<file path="config.mk">
export PLATFORM = sky130hd
export DESIGN_NAME = mvt_round
export DESIGN_NICKNAME = d
export VERILOG_FILES = /design/src/sv/mvt_pkg.sv /design/src/sv/mvt_round.sv
export VERILOG_INCLUDE_DIRS = /design/src /design/src/sv
export SDC_FILE = /design/constraint.sdc
export NUM_CORES = 1
export LEC_CHECK = 0
export ABC_AREA = 1
export BUFFER_PORTS_ARGS = -buffer_cell sky130_fd_sc_hd__buf_2
export CAP_MARGIN = 25
export CORE_ASPECT_RATIO = 0.7
export CORE_MARGIN = 3
export CORE_UTILIZATION = 40
export DETAILED_ROUTE_END_ITERATION = 6
export PLACE_DENSITY_LB_ADDON = 0.15
export SKIP_CTS_REPAIR_TIMING = 1
export SYNTH_ARGS = -nofsm -noshare
export SYNTH_HDL_FRONTEND = slang
export SYNTH_SLANG_ARGS = --single-unit
</file>
<file path="constraint.sdc">
create_clock -name clk_i -period 8.14 [get_ports clk_i]
set_input_delay 1.221 -clock clk_i [delete_from_list [all_inputs] [get_ports clk_i]]
set_output_delay 1.221 -clock clk_i [all_outputs]
set_load 0.05 [all_outputs]
</file>
<file path="src/sv/assert_macros.svh">
// Assertion helpers shared by the RTL files.
// Each check is clocked on the rising edge and disabled while reset is low.
`ifndef ASSERT_MACROS_SVH
`define ASSERT_MACROS_SVH

// The consequent must hold in the same cycle as the antecedent.
`define ASSERT_SAME(label, clk, rst_n, ante, cons) \
  label: assert property (@(posedge clk) disable iff (!rst_n) (ante) |-> (cons)) \
    else $error("same-cycle check failed");

// The consequent must hold in the cycle after the antecedent.
`define ASSERT_NEXT(label, clk, rst_n, ante, cons) \
  label: assert property (@(posedge clk) disable iff (!rst_n) (ante) |=> (cons)) \
    else $error("next-cycle check failed");

`endif

</file>
<file path="src/sv/mvt_pkg.sv">
package mvt_pkg;

  // Width of one vector component, signed Q16.16 at the default.
  localparam int unsigned COMPONENT_WIDTH = 32;

  // Configuration port: four row registers of 64 bits each.
  localparam int unsigned CFG_WIDTH     = 64;
  localparam int unsigned NUM_ROWS      = 4;
  localparam int unsigned CFG_IDX_WIDTH = 2;

  // One input item: the vector to transform.
  typedef struct packed {
    logic signed [COMPONENT_WIDTH-1:0] in_x;
    logic signed [COMPONENT_WIDTH-1:0] in_y;
    logic signed [COMPONENT_WIDTH-1:0] in_z;
    logic signed [COMPONENT_WIDTH-1:0] in_w;
  } in_t;

  // One result item: the transformed vector and the clip flag.
  typedef struct packed {
    logic signed [COMPONENT_WIDTH-1:0] out_x;
    logic signed [COMPONENT_WIDTH-1:0] out_y;
    logic signed [COMPONENT_WIDTH-1:0] out_z;
    logic signed [COMPONENT_WIDTH-1:0] out_w;
    logic                              saturated;
  } out_t;

  // Picks the vector component that multiplies matrix column idx.
  function automatic logic signed [COMPONENT_WIDTH-1:0] comp_sel(in_t v,
                                                                 logic [1:0] idx);
    logic signed [COMPONENT_WIDTH-1:0] c;
    unique case (idx)
      2'd0: c = v.in_x;
      2'd1: c = v.in_y;
      2'd2: c = v.in_z;
      2'd3: c = v.in_w;
      default: c = v.in_x;
    endcase
    return c;
  endfunction

endpackage

</file>
<file path="src/sv/mvt_round.sv">
`include "assert_macros.svh"

module mvt_round #(
  parameter int unsigned COEF_WIDTH = 16
) (
  input  logic                                       clk_i,
  input  logic                                       rst_ni,
  input  logic                                       up_valid_i,
  output logic                                       up_ready_o,
  input  logic [3:0][mvt_pkg::COMPONENT_WIDTH+COEF_WIDTH+1:0] up_sum_i,
  output logic                                       dn_valid_o,
  input  logic                                       dn_ready_i,
  output mvt_pkg::out_t                              dn_data_o
);
  import mvt_pkg::*;

  localparam int unsigned SUM_W = COMPONENT_WIDTH + COEF_WIDTH + 2;
  localparam int unsigned FRAC  = COEF_WIDTH - 4;
  localparam int unsigned EXT_W = SUM_W + 1;
  localparam int unsigned SH_W  = EXT_W - FRAC;
  localparam int unsigned TOP_W = SH_W - COMPONENT_WIDTH + 1;

  localparam logic signed [COMPONENT_WIDTH-1:0] MAX_VAL = {1'b0, {(COMPONENT_WIDTH-1){1'b1}}};
  localparam logic signed [COMPONENT_WIDTH-1:0] MIN_VAL = {1'b1, {(COMPONENT_WIDTH-1){1'b0}}};
  localparam logic [EXT_W-1:0]                  HALF    = EXT_W'(1) << (FRAC - 1);

  logic                              valid_q;
  out_t                              data_q;
  out_t                              data_d;
  logic signed [EXT_W-1:0]           biased  [4];
  logic signed [SH_W-1:0]            shifted [4];
  logic [TOP_W-1:0]                  top_bits[4];
  logic [3:0]                        clip;
  logic signed [COMPONENT_WIDTH-1:0] res     [4];

  assign up_ready_o = !valid_q || dn_ready_i;

  // Round half up, drop the coefficient fraction, then clip to the component range.
  always_comb begin
    for (int r = 0; r < 4; r++) begin
      biased[r]   = $signed({up_sum_i[r][SUM_W-1], up_sum_i[r]}) + $signed(HALF);
      shifted[r]  = SH_W'(biased[r] >>> FRAC);
      top_bits[r] = shifted[r][SH_W-1:COMPONENT_WIDTH-1];
      clip[r]     = !((&top_bits[r]) || !(|top_bits[r]));
      if (clip[r]) begin
        res[r] = shifted[r][SH_W-1] ? MIN_VAL : MAX_VAL;
      end else begin
        res[r] = shifted[r][COMPONENT_WIDTH-1:0];
      end
    end
    data_d.out_x     = res[0];
    data_d.out_y     = res[1];
    data_d.out_z     = res[2];
    data_d.out_w     = res[3];
    data_d.saturated = |clip;
  end

  // Output register occupancy.
  always_ff @(posedge clk_i or negedge rst_ni) begin
    if (!rst_ni) begin
      valid_q <= 1'b0;
    end else if (up_ready_o) begin
      valid_q <= up_valid_i;
    end
  end

  // Result register.
  always_ff @(posedge clk_i) begin
    if (up_valid_i && up_ready_o) begin
      data_q <= data_d;
    end
  end

  assign dn_valid_o = valid_q;
  assign dn_data_o  = data_q;

  // A raised clip flag means at least one component sits at a range end.
  `ASSERT_SAME(a_sat_extreme, clk_i, rst_ni, valid_q && data_q.saturated, (data_q.out_x == MAX_VAL) || (data_q.out_x == MIN_VAL) || (data_q.out_y == MAX_VAL) || (data_q.out_y == MIN_VAL) || (data_q.out_z == MAX_VAL) || (data_q.out_z == MIN_VAL) || (data_q.out_w == MAX_VAL) || (data_q.out_w == MIN_VAL))

endmodule

</file>
# Yosys cells after proc, flatten, opt, wreduce, memory -nomap -nowiden
# Index checks and enable logic that the tools add are counted.
dict set report op_classes {
  add_sub_neg 4
  mux 8
  n_reduce_logical 24
}
# op n
set ops {}
lappend ops {{2-to-1 mux 32 bit} 8}
lappend ops {{adder 50 x 13 -> 51 bit, second input constant} 4}
lappend ops {{AND reduction 8 bit} 4}
lappend ops {{OR reduction 8 bit} 4}
lappend ops {{zero test 1 bit} 9}
lappend ops {{logical OR 1 bit} 5}
lappend ops {{OR reduction 4 bit} 1}
lappend ops {{logical AND 1 bit} 1}
dict set report totals {
  regBits 130
  inputBits 204
  output_inout_bits 131
}

# Depth between registers and ports, before layout
# Gate-level depths: netlist (run 1).
dict set report logic_depth {
  ltp_word 6
  ltp_mapped 16
  ltp_nobuf 16
}

# Worst setup path after synthesis (run 1)
# OpenSTA, ideal clock, no wires.
dict set report synth_path {
  kind {input -> register}
  startpoint {input up_valid_i}
  endpoint {register data_q, in the netlist dn_data_o[0], enable pin}
  setup_time_ps 659
  arrival_time_ps 7474
  required_ps 7481
  path_slack_ps 7
  path_stages 2
  n_path_buf 0
  path_cell_list {inv_1 > a21oi_1}
}
dict set report synth_via {
  elab_chain_cells 1
}
# element line_no
set synth_rtl {}
lappend synth_rtl {{start: declaration} mvt_round.sv:8} ;# input logic up_valid_i,
lappend synth_rtl {{logical AND 1 bit} mvt_round.sv:69} ;# if (up_valid_i && up_ready_o) begin
lappend synth_rtl {{end signal: assignment} mvt_round.sv:70} ;# data_q <= data_d;
lappend synth_rtl {{end: declaration} mvt_round.sv:28} ;# out_t data_q;
# Every way passes these cells.
# A chain may end at the register's enable or synchronous reset.

==> key figures, run 1 <==
Clock tree
  – Clock transition at path regs: 0.06 ns
  – CTS root buf: clkbuf_16
  – CTS max path bufs: 2
  – Worst skew pair latency: 0.43 ns
  – CTS Buf Count: 17
  – H-tree Lvls: 4
  – CTS tree: built
  – Clock sink count: 130

Route
  – Routed Antenna Nets: 0
  – Routed WL per cell: 14.88 um
  – Residual DRC: 0
  – DR vias: 9850
  – First drt pass iteration count: 6
  – WL final: 30040 um
  – Initial DRC Count: 821
  – Via density: 4.879

Setup path
  – Worst path required time: 8.31 ns
  – Worst R2R End: dn_data_o[40]
  – Crit path capture type: register
  – Register-to-Register Path Depth: 4
  – Arrival @ worst endpoint: 3.67 ns
  – Critical path startpoint category: primary input
  – Worst R2R Setup Slack: 5.85 ns
  – Worst r2r src: dn_valid_o
  – Critical Path Start: up_sum_i[11]
  – Path type of the worst setup path: in -> reg
  – Crit-path max FO: 17

GRT
  – Vias in the first global route: 8964
  – Largest net degree at the start of global routing: 83
  – First-pass GRT wire length: 47220 um
  – Total gr overflow: 0
  – Initial antenna violation count: 1
  – GRT Overall Usage: 22.21%

Placed design
  – Buffers on Ports: 290
  – Placer Congestion: 0.9197
  – Inst Count DP: 1987
  – Post-DP HPWL: 23720 um

Layout
  – Filler cell count: 2432
  – Number of inserted diodes: 0
  – Final cell count without fillers: 2019
  – Share of cells above drive strength 1: 21.40%
  – Core Util, Final: 50.76%
  – Layout Nets: 1897
  – Area added between synthesis and finish: 23.50%
  – Multi-input gate area: 5396 sq um
  – Register area: 3899 sq um

Timing
  – Final hold violations: 0
  – Slew headroom: 56.06%
  – Worst Max-Slew Pin Slew: 0.6584 ns
  – Minimum hold slack: 0.5547 ns
  – Max Clock Skew: 0.007480 ns
  – Setup violations, final: 0
  – Fin crit share: 42.96%
  – RSZ-0062 raised after global routing: false
  – Setup TNS: 0 ns
  – Fin. max-slew vios: 0
  – Minimum clock period: 3.497 ns
  – Highest Clock Rate: 286.0 MHz

Floorplanning
  – Die Span X: 193.2 um
  – Overall die area: 26480 sq um
  – I/O pins: 335
  – Initial Utilization: 41.10%
  – Core ar.: 23880 sq um
  – Die H: 137.0 um
  – # rows: 47

Synth
  – Seq/Total Area, Yosys: 39.73%
  – Post-synthesis register bit count: 130
  – Gate Count Post-Synth: 1400
  – Syn_area_per_cell: 7.009 sq um
  – Yosys cell types: 24
  – Yosys warning count: 0
  – Syn_nets: 1608
  – Netlist Area Pre-Place: 9813 sq um

Run
  – MaxCap Viol Count: 0

Power and ir drop
  – Pwr Density: 165.6 nW/um^2
  – Worst VDD drop: 0.1374 mV
  – Total chip power: 0.002007 W
  – Leak pwr: 5.346 nW

Worst hold path
  – Min-Delay Path Class: in -> async

Outcome
  – Status: complete, no violations
==> cell usage after synthesis <==
master | instances | area (sq um)
inv_1 | 83 | 311.6
edfxtp_1 | 129 | 3874
or2_2 | 2 | 12.51
nand2_2 | 5 | 31.28
nor2_4 | 7 | 78.83
nand2_4 | 1 | 11.26
o21ai_0 | 2 | 10.01
nor2_1 | 231 | 867.1
a21oi_1 | 1 | 5.000
nor3_1 | 12 | 60.06
nand4_1 | 17 | 106.4
nand2_1 | 641 | 2406
buf_2 | 3 | 15.01
buf_6 | 12 | 135.1
nand3b_1 | 11 | 82.58
xnor2_1 | 61 | 534.3
dfrtp_1 | 1 | 25.02
ha_1 | 4 | 50.05
nor2_2 | 13 | 81.33
buf_4 | 9 | 67.56
nor4_1 | 2 | 12.51
nand3_1 | 85 | 425.4
xor2_1 | 56 | 490.5
nand3_2 | 12 | 120.1
==> state kept, by name, indices dropped and copies added, names as in the netlist <==
name,count
dn_valid_o,1
dn_data_o,129
==> layer usage <==
| metal | global-route usage (%) | part of all wire [%] |
|---|---|---|
| met4 | 5.219 | 1.1 |
| met5 | 0 | 0.047 |
| met2 | 31.75 | 41 |
| met3 | 5.930 | 7.9 |
| met1 | 33.28 | 50 |
==> how the worst max path moves through the flow <==
stage / cells past startpoint / slack (ns) / end
finish: 14 / 4.64 / dn_data_o[117]
global route: 14 / 4.39 / dn_data_o[101]
CTS: 14 / 4.66 / dn_data_o[101]
detailed placement: 14 / 4.22 / dn_data_o[119]
global placement: 14 / 4.27 / dn_data_o[117]
floorplan: 2 / 0.007 / dn_data_o[0]
==> worst max-delay path: stages <==
cell and delay (ns):
buf_2 0.09, ha_1 0.15, nand2_1 0.09, nor2_2 0.26, nand3b_1 0.21, nor2_1 0.32, nand3_1 0.13, nand2_1 0.09
nand2_1 0.05, nor2_1 0.08, nand2_1 0.08, nand3_1 0.47, buf_4 0.34, nand2_1 0.10
==> kinds of logic (layout without fill, tap and decap cells) <==
group / after synthesis / after routing / share of synthesized area [%]
DFF: 130 / 130 / 39.73
AOI/OAI and AO/OA: 3 / 3 / 0.1530
and+or+nand+nor: 1039 / 1039 / 43.77
adders and majority gates: 4 / 4 / 0.5100
xor gates and xnor gates: 117 / 117 / 10.44
buffers and inverters: 107 / 408 / 5.393
==> report_power, final <==
part           total (W)  leakage, nW  switching [W]  internal, W
clock network   0.000817        0.295       0.000307     0.000510
registers       0.000792         1.24     0.00000919     0.000783
logic           0.000398         3.81       0.000293     0.000105
==> cell usage in the layout (no fill, tap or decap), types with 4 or more instances in the layout <==
master     count
nor2_1       231
inv_1         83
nand4_1       17
nand3_2       12
buf_2        290
ha_1           4
nor3_1        12
edfxtp_1     129
nand3b_1      11
xnor2_1       61
bufinv_16      4
nor2_4         7
nand2_1      641
nand3_1       85
nor2_2        13
clkbuf_16     17
xor2_1        56
nand2_2        5
==> final cells by class <==
class | count | area share (%)
Multi-Input combinational cell | 1163 | 44.53
Sequential cell | 130 | 32.17
Timing Repair Buffer | 294 | 12.39
Clock buffer | 17 | 3.510
Tap cell | 318 | 3.283
Inverter | 83 | 2.571
Clock inverter | 14 | 1.549
==> through the flow <==
stage / instance area [sq um] / setup slack [ns]
finish: 12120 / 4.643
global route: 12120 / 4.388
CTS: 12090 / 4.660
detailed placement: 11480 / 4.222
global placement: 11480 / 4.273
floorplan: 9813 / 0.007367
Note: power is estimated with default switching activity, not from simulation.
==> inputs of run 2 (changes only) <==
==> constraint.sdc (replaced) <==
create_clock -name clk_i -period 2.9 [get_ports clk_i]
set_input_delay 0.435 -clock clk_i [delete_from_list [all_inputs] [get_ports clk_i]]
set_output_delay 0.435 -clock clk_i [all_outputs]
set_load 0.05 [all_outputs]
==> run 2 against run 1 <==
Compared with the run above: die area did not move; worst hold slack got worse by 0.31 ns; via count rose by 1.0%; flip-flop and latch count did not move; critical path depth rose by 2; utilization rose by 0.95 points; design area rose by 1.9%; sequential power rose to 2.8 times the previous value; critical endpoint is now dn_data_o[98]; count of clock-buffer cells in the layout rose by 1; register-to-register slack got worse by 4.4 ns; largest cell class unchanged.
==> key figures, run 2 (synthesized netlist as in run 1, its figures left out) <==
Timing
  – Fin crit share: 80.41%
  – Slew headroom: 58.06%
  – Final hold violations: 0
  – Minimum clock period: 2.332 ns
  – Post-route setup slack: 0.5680 ns
  – Worst Max-Slew Pin Slew: 0.6233 ns
  – Fin. max-slew vios: 0
  – Setup violations, final: 0
  – Minimum hold slack: 0.2418 ns
  – Highest Clock Rate: 428.8 MHz
  – Max Clock Skew: 0.007392 ns
  – Setup TNS: 0 ns
  – RSZ-0062 raised after global routing: false

GRT
  – Initial antenna violation count: 1
  – First-pass GRT wire length: 48050 um
  – GRT Overall Usage: 22.57%
  – Largest net degree at the start of global routing: 48
  – Total gr overflow: 0
  – Vias in the first global route: 9196

Outcome
  – Status: complete, no violations

Setup path
  – Register-to-Register Path Depth: 2
  – Worst path required time: 3.07 ns
  – Worst R2R Setup Slack: 1.43 ns
  – Worst r2r src: dn_valid_o
  – Crit path capture type: register
  – Path type of the worst setup path: in -> reg
  – Arrival @ worst endpoint: 2.50 ns
  – Worst R2R End: dn_data_o[35]
  – Crit-path max FO: 18
  – Critical path startpoint category: primary input

Power and ir drop
  – Worst VDD drop: 0.3861 mV
  – Leak pwr: 5.468 nW
  – Total chip power: 0.005645 W
  – Pwr Density: 457.3 nW/um^2

Run
  – MaxCap Viol Count: 0

Placed design
  – Post-DP HPWL: 24860 um
  – Buffers on Ports: 290
  – DP Worst Slack: 0.1544 ns
  – Inst Count DP: 2010
  – Placer Congestion: 0.9314

Floorplanning
  – Overall die area: 26480 sq um
  – Die H: 137.0 um
  – Initial Utilization: 41.10%
  – I/O pins: 335
  – # rows: 47
  – Die Span X: 193.2 um
  – Core ar.: 23880 sq um

Worst hold path
  – Hold Path Cell Cnt: 3
  – Hold EP: dn_valid_o
  – Hold Path Origin: up_valid_i
  – Min-Delay Path Class: in -> reg

Clock tree
  – Clock sink count: 130
  – CTS max path bufs: 2
  – Worst skew pair latency: 0.42 ns
  – CTS tree: built
  – CTS root buf: clkbuf_16
  – H-tree Lvls: 4
  – Clock transition at path regs: 0.06 ns
  – CTS Buf Count: 17

Route
  – DR vias: 9950
  – Routed Antenna Nets: 0
  – WL final: 30450 um
  – Residual DRC: 0
  – Routed WL per cell: 14.90 um
  – First drt pass iteration count: 7
  – Via density: 4.868
  – Initial DRC Count: 813

Layout
  – Share of cells above drive strength 1: 22.51%
  – Commonest non-fill, non-tap cell in the layout: nand2_1
  – Final cell count without fillers: 2044
  – Layout Nets: 1920
  – Area added between synthesis and finish: 25.81%
  – Most frequent cells in the layout: nand2_1, buf_2, nor2_1, edfxtp_1, nand3_1
  – Max reg flops: 129
==> run 2: changes by cell type in the layout (fill, tap and decap cells not counted), sizes merged <==
cell         delta
diode           +2
clkbuf          +1
clkinv          -2
clkinvlp        +2
inv             -1
buf            +22
dlygate4sd3     +1
==> run 2: through the flow <==
stage | area, sq um | util (%)
4_1_cts | 12330 | 51.65
2_1_floorplan | 9826 | -
3_3_place_gp | 11720 | 49.07
3_5_place_dp | 11720 | 49.07
6_report | 12350 | 51.71
5_1_grt | 12340 | 51.70
==> run 2: critical path: stages <==
cell and delay (ns):
buf_2 0.09, ha_1 0.15, nand2_1 0.09, nor2_2 0.22, nand3b_1 0.14, nor2_1 0.28
nand2_1 0.12, nand2_1 0.07, nand2_1 0.05, nand2_1 0.05, nor2_1 0.04, nand2_1 0.09
nand2_2 0.24, buf_4 0.29, nand3_1 0.08, nand2_1 0.05
==> run 2: area by class of cell <==
type	count	area [sq um]
fill	2474	11530
multi-input combinational	1163	5396
sequential	130	3900
timing repair buffer	317	1719
clock buffer	18	429.2
tap	318	397.9
inverter	83	311.5
clock inverter	13	186.4
antenna	2	5.005
==> run 2: where the power goes <==
| group | internal, W | switching (W) |
|---|---|---|
| Sequential | 0.00220 | 0.0000267 |
| Clock | 0.00143 | 0.000849 |
| Combinational | 0.000309 | 0.000828 |
==> run 2: layer usage <==
metal / part of all wire, % / up-vias / GRT usage [%]
li1: - / 5063 / -
met1: 48 / 4434 / 33.28
met2: 41 / 421 / 33.24
met3: 9.0 / 32 / 5.955
met4: 1.2 / 0 / 4.777
met5: 0 / - / 0
==> run 2: worst max-delay path by stage <==
stage                 start             end  slack [ns]  cells after the start
6_report       up_sum_i[11]   dn_data_o[98]        0.57                     16
3_3_place_gp   up_sum_i[11]   dn_data_o[98]        0.22                     16
5_1_grt        up_sum_i[11]   dn_data_o[98]        0.36                     15
2_1_floorplan    dn_valid_o    dn_data_o[0]       -0.27                      1
3_5_place_dp   up_sum_i[11]  dn_data_o[127]        0.15                     16
4_1_cts        up_sum_i[11]   dn_data_o[98]        0.61                     16
==> inputs of run 3 (changes only) <==
--- a/config.mk
+++ b/config.mk
@@ -6,7 +6,7 @@
 export SDC_FILE = /design/constraint.sdc
 export NUM_CORES = 1
 export LEC_CHECK = 0
-export ABC_AREA = 1
+export ABC_AREA = 0
 export BUFFER_PORTS_ARGS = -buffer_cell sky130_fd_sc_hd__buf_2
 export CAP_MARGIN = 25
 export CORE_ASPECT_RATIO = 0.7
==> constraint.sdc (replaced) <==
create_clock -name clk_i -period 1.9 [get_ports clk_i]
set_input_delay 0.285 -clock clk_i [delete_from_list [all_inputs] [get_ports clk_i]]
set_output_delay 0.285 -clock clk_i [all_outputs]
set_load 0.05 [all_outputs]
==> run 3 against run 2 <==
Compared with the run above: the flow now finishes with violations (setup timing); non-clock buffer count up 265; worst setup slack got worse by 0.91 ns; critical path depth decreased by 6; power up 54%; wire length shrank 8.9%; first-iteration DRC count shrank 46%; synthesized area decreased by 12%; via count fell by 16%; clock power increased by 43%.
==> key figures, run 3 <==
Timing
  – Fin crit share: 118.1%
  – Highest Clock Rate: 445.8 MHz
  – Final hold violations: 0
  – Setup violations, final: 125
  – Worst Max-Slew Pin Slew: 0.4769 ns
  – Setup TNS: -33.29 ns
  – RSZ-0062 raised after global routing: true
  – Max Clock Skew: 0.01359 ns
  – Minimum hold slack: 0.07832 ns
  – Post-route setup slack: -0.3432 ns
  – Slew headroom: 67.91%
  – Fin. max-slew vios: 0
  – Minimum clock period: 2.243 ns

Synth
  – Cell type with the largest total area after synthesis: edfxtp_1
  – Post-synthesis register bit count: 130
  – Yosys warning count: 0
  – Synth Flop Type: edfxtp_1
  – Top post-synthesis cells by count: edfxtp_1, mux2i_1, xor2_1
  – Seq/Total Area, Yosys: 45.34%
  – Netlist Area Pre-Place: 8599 sq um
  – Syn_nets: 988
  – Gate Count Post-Synth: 780
  – Area contributors post-synth: edfxtp_1, mux2i_1, xor2_1
  – Async SR Flop Fraction: 0.7692%
  – Area share of the largest cell type after synthesis: 45.05%
  – Most frequent cell after synthesis: edfxtp_1
  – EDFF count, synth: 129
  – Syn_area_per_cell: 11.02 sq um
  – Yosys cell types: 54

Run
  – MaxCap Viol Count: 0

Setup path
  – Slowest-stage cell, CP: nor4_2
  – Path type of the worst setup path: in -> reg
  – Arrival @ worst endpoint: 2.50 ns
  – Crit-path max FO: 8
  – Delay-heaviest family, CP: simple AND/OR/NAND/NOR gates
  – Register-to-Register Path Depth: 3
  – CP bufs+invs: 3
  – CP most frequent cell: buf_12
  – Critical path startpoint category: primary input
  – Crit path capture type: register
  – Worst r2r src: dn_valid_o
  – Worst path required time: 2.16 ns
  – Worst R2R Setup Slack: 0.45 ns
  – Worst R2R End: dn_data_o[24]
  – Crit path cell chain: buf_2 -> and4_4 -> nand4_1 -> nor4_2 -> xnor2_1 -> a211o_1 -> o32ai_4 -> buf_12 -> buf_12 -> mux2i_2
  – Crit-path max cell delay: 0.36 ns

Layout
  – Commonest non-fill, non-tap cell in the layout: buf_2
  – Most frequent cells in the layout: buf_2, buf_4, edfxtp_1, mux2i_1, xor2_1
  – Share of cells above drive strength 1: 52.90%
  – Design Area, Final: 13980 sq um
  – Layout Nets: 1557
  – Filler cell count: 1645
  – Max reg flops: 129
  – Area added between synthesis and finish: 62.52%

GRT
  – Total gr overflow: 0
  – Initial antenna violation count: 0
  – First-pass GRT wire length: 40390 um
  – Vias in the first global route: 7957
  – GRT Overall Usage: 21.39%
  – Largest net degree at the start of global routing: 37

Power and ir drop
  – P_sw: 0.002529 W
  – Comb pwr share: 23.3%
  – Pwr Density: 621.9 nW/um^2
  – Leak pwr: 5.605 nW
  – Seq pwr share: 39.1%
  – Worst VDD drop: 0.5694 mV
  – Internal Power: 0.006162 W
  – Clock power frac: 37.6%
  – Switching Fraction: 29.09%

Floorplanning
  – Die Span X: 181.3 um
  – Core ar.: 20920 sq um
  – Initial Utilization: 41.11%
  – # rows: 44
  – Die H: 128.7 um
  – Overall die area: 23320 sq um
  – I/O pins: 335

Route
  – Routed Antenna Nets: 0
  – Residual DRC: 0
  – Via density: 5.095
  – DR vias: 8350
  – Initial DRC Count: 437
  – WL final: 27740 um
  – First drt pass iteration count: 5
  – Routed WL per cell: 16.92 um

Clock tree
  – H-tree Lvls: 4
  – Clock sink count: 130
  – CTS tree: built
  – CTS root buf: clkbuf_16
  – Worst skew pair latency: 0.42 ns
  – CTS Buf Count: 17
  – CTS max path bufs: 2
  – Clock transition at path regs: 0.06 ns

Worst hold path
  – Hold Path Origin: up_valid_i
  – Min-Delay Path Class: in -> reg
  – Hold EP: dn_valid_o
  – Hold Path Cell Cnt: 2

Outcome
  – Failing checks: setup timing
  – Status: finished with violations

Placed design
  – Buffers on Ports: 290
  – Area after DPL: 12490 sq um
  – Placer Congestion: 0.9109
  – Post-DP HPWL: 20000 um
==> run 3: power by group through the flow <==
stage,Combinational [W],Sequential [W],Clock [W]
final,0.00202,0.00340,0.00327
after global routing,0.00215,0.00341,0.00344
after CTS,0.00190,0.00340,0.00332
after detailed placement,0.00190,0.00346,0
after global placement,0.00188,0.00346,0
after floorplan,0.000464,0.00401,0
==> run 3: worst max-delay path by stage <==
stage / start / endpoint / slack [ns] / depth (start not counted)
floorplan: up_sum_i[161] / dn_data_o[10] / -0.57 / 9
global placement: up_sum_i[124] / dn_data_o[38] / -0.80 / 9
detailed placement: up_sum_i[161] / dn_data_o[9] / -0.83 / 10
CTS: up_sum_i[161] / dn_data_o[9] / -0.40 / 10
global route: up_sum_i[12] / dn_data_o[103] / -0.43 / 12
finish: up_sum_i[35] / dn_data_o[103] / -0.34 / 10
==> run 3: through the flow <==
| step | instances | worst slack (ns) | utilization, % | power, W |
|---|---|---|---|---|
| 2_1_floorplan | 780 | -0.5728 | - | 0.004472 |
| 3_3_place_gp | 1571 | -0.8030 | 59.71 | 0.005334 |
| 3_5_place_dp | 1571 | -0.8255 | 59.71 | 0.005354 |
| 4_1_cts | 1602 | -0.3973 | 62.45 | 0.008631 |
| 5_1_grt | 1637 | -0.4265 | 66.78 | 0.009009 |
| 6_report | 1639 | -0.3432 | 66.81 | 0.008691 |
==> run 3: final cells by class <==
type	count	area, sq um	share of cell area, %
flip-flops and latches	130	3900	27.91
inverters	13	48.80	0.3491
clock inverters	13	143.9	1.030
diodes	2	5.005	0.03581
repair buffers	582	4160	29.77
multi-input cells	605	4943	35.37
well taps	276	345.3	2.471
clock buffers	18	429.2	3.071
==> run 3: logic make-up after synthesis <==
group / after synthesis / share of synthesized area, %
AO/OA/AOI/OAI: 59 / 5.733
XOR/XNOR: 123 / 12.53
adder cells (fa/ha/maj): 4 / 0.5820
multiplexers: 97 / 11.29
flip-flops: 130 / 45.34
AND/OR/NAND/NOR: 322 / 21.62
buffers and inverters: 45 / 2.910
==> run 3: metal layers <==
metal  GRT usage, %  share of wire [%]  up-vias
li1               -                  -     4105
met1          29.54                 46     3925
met2          33.19                 45      280
met3          5.227                6.8       40
met4          7.386                2.0        0
met5              0                  0        -
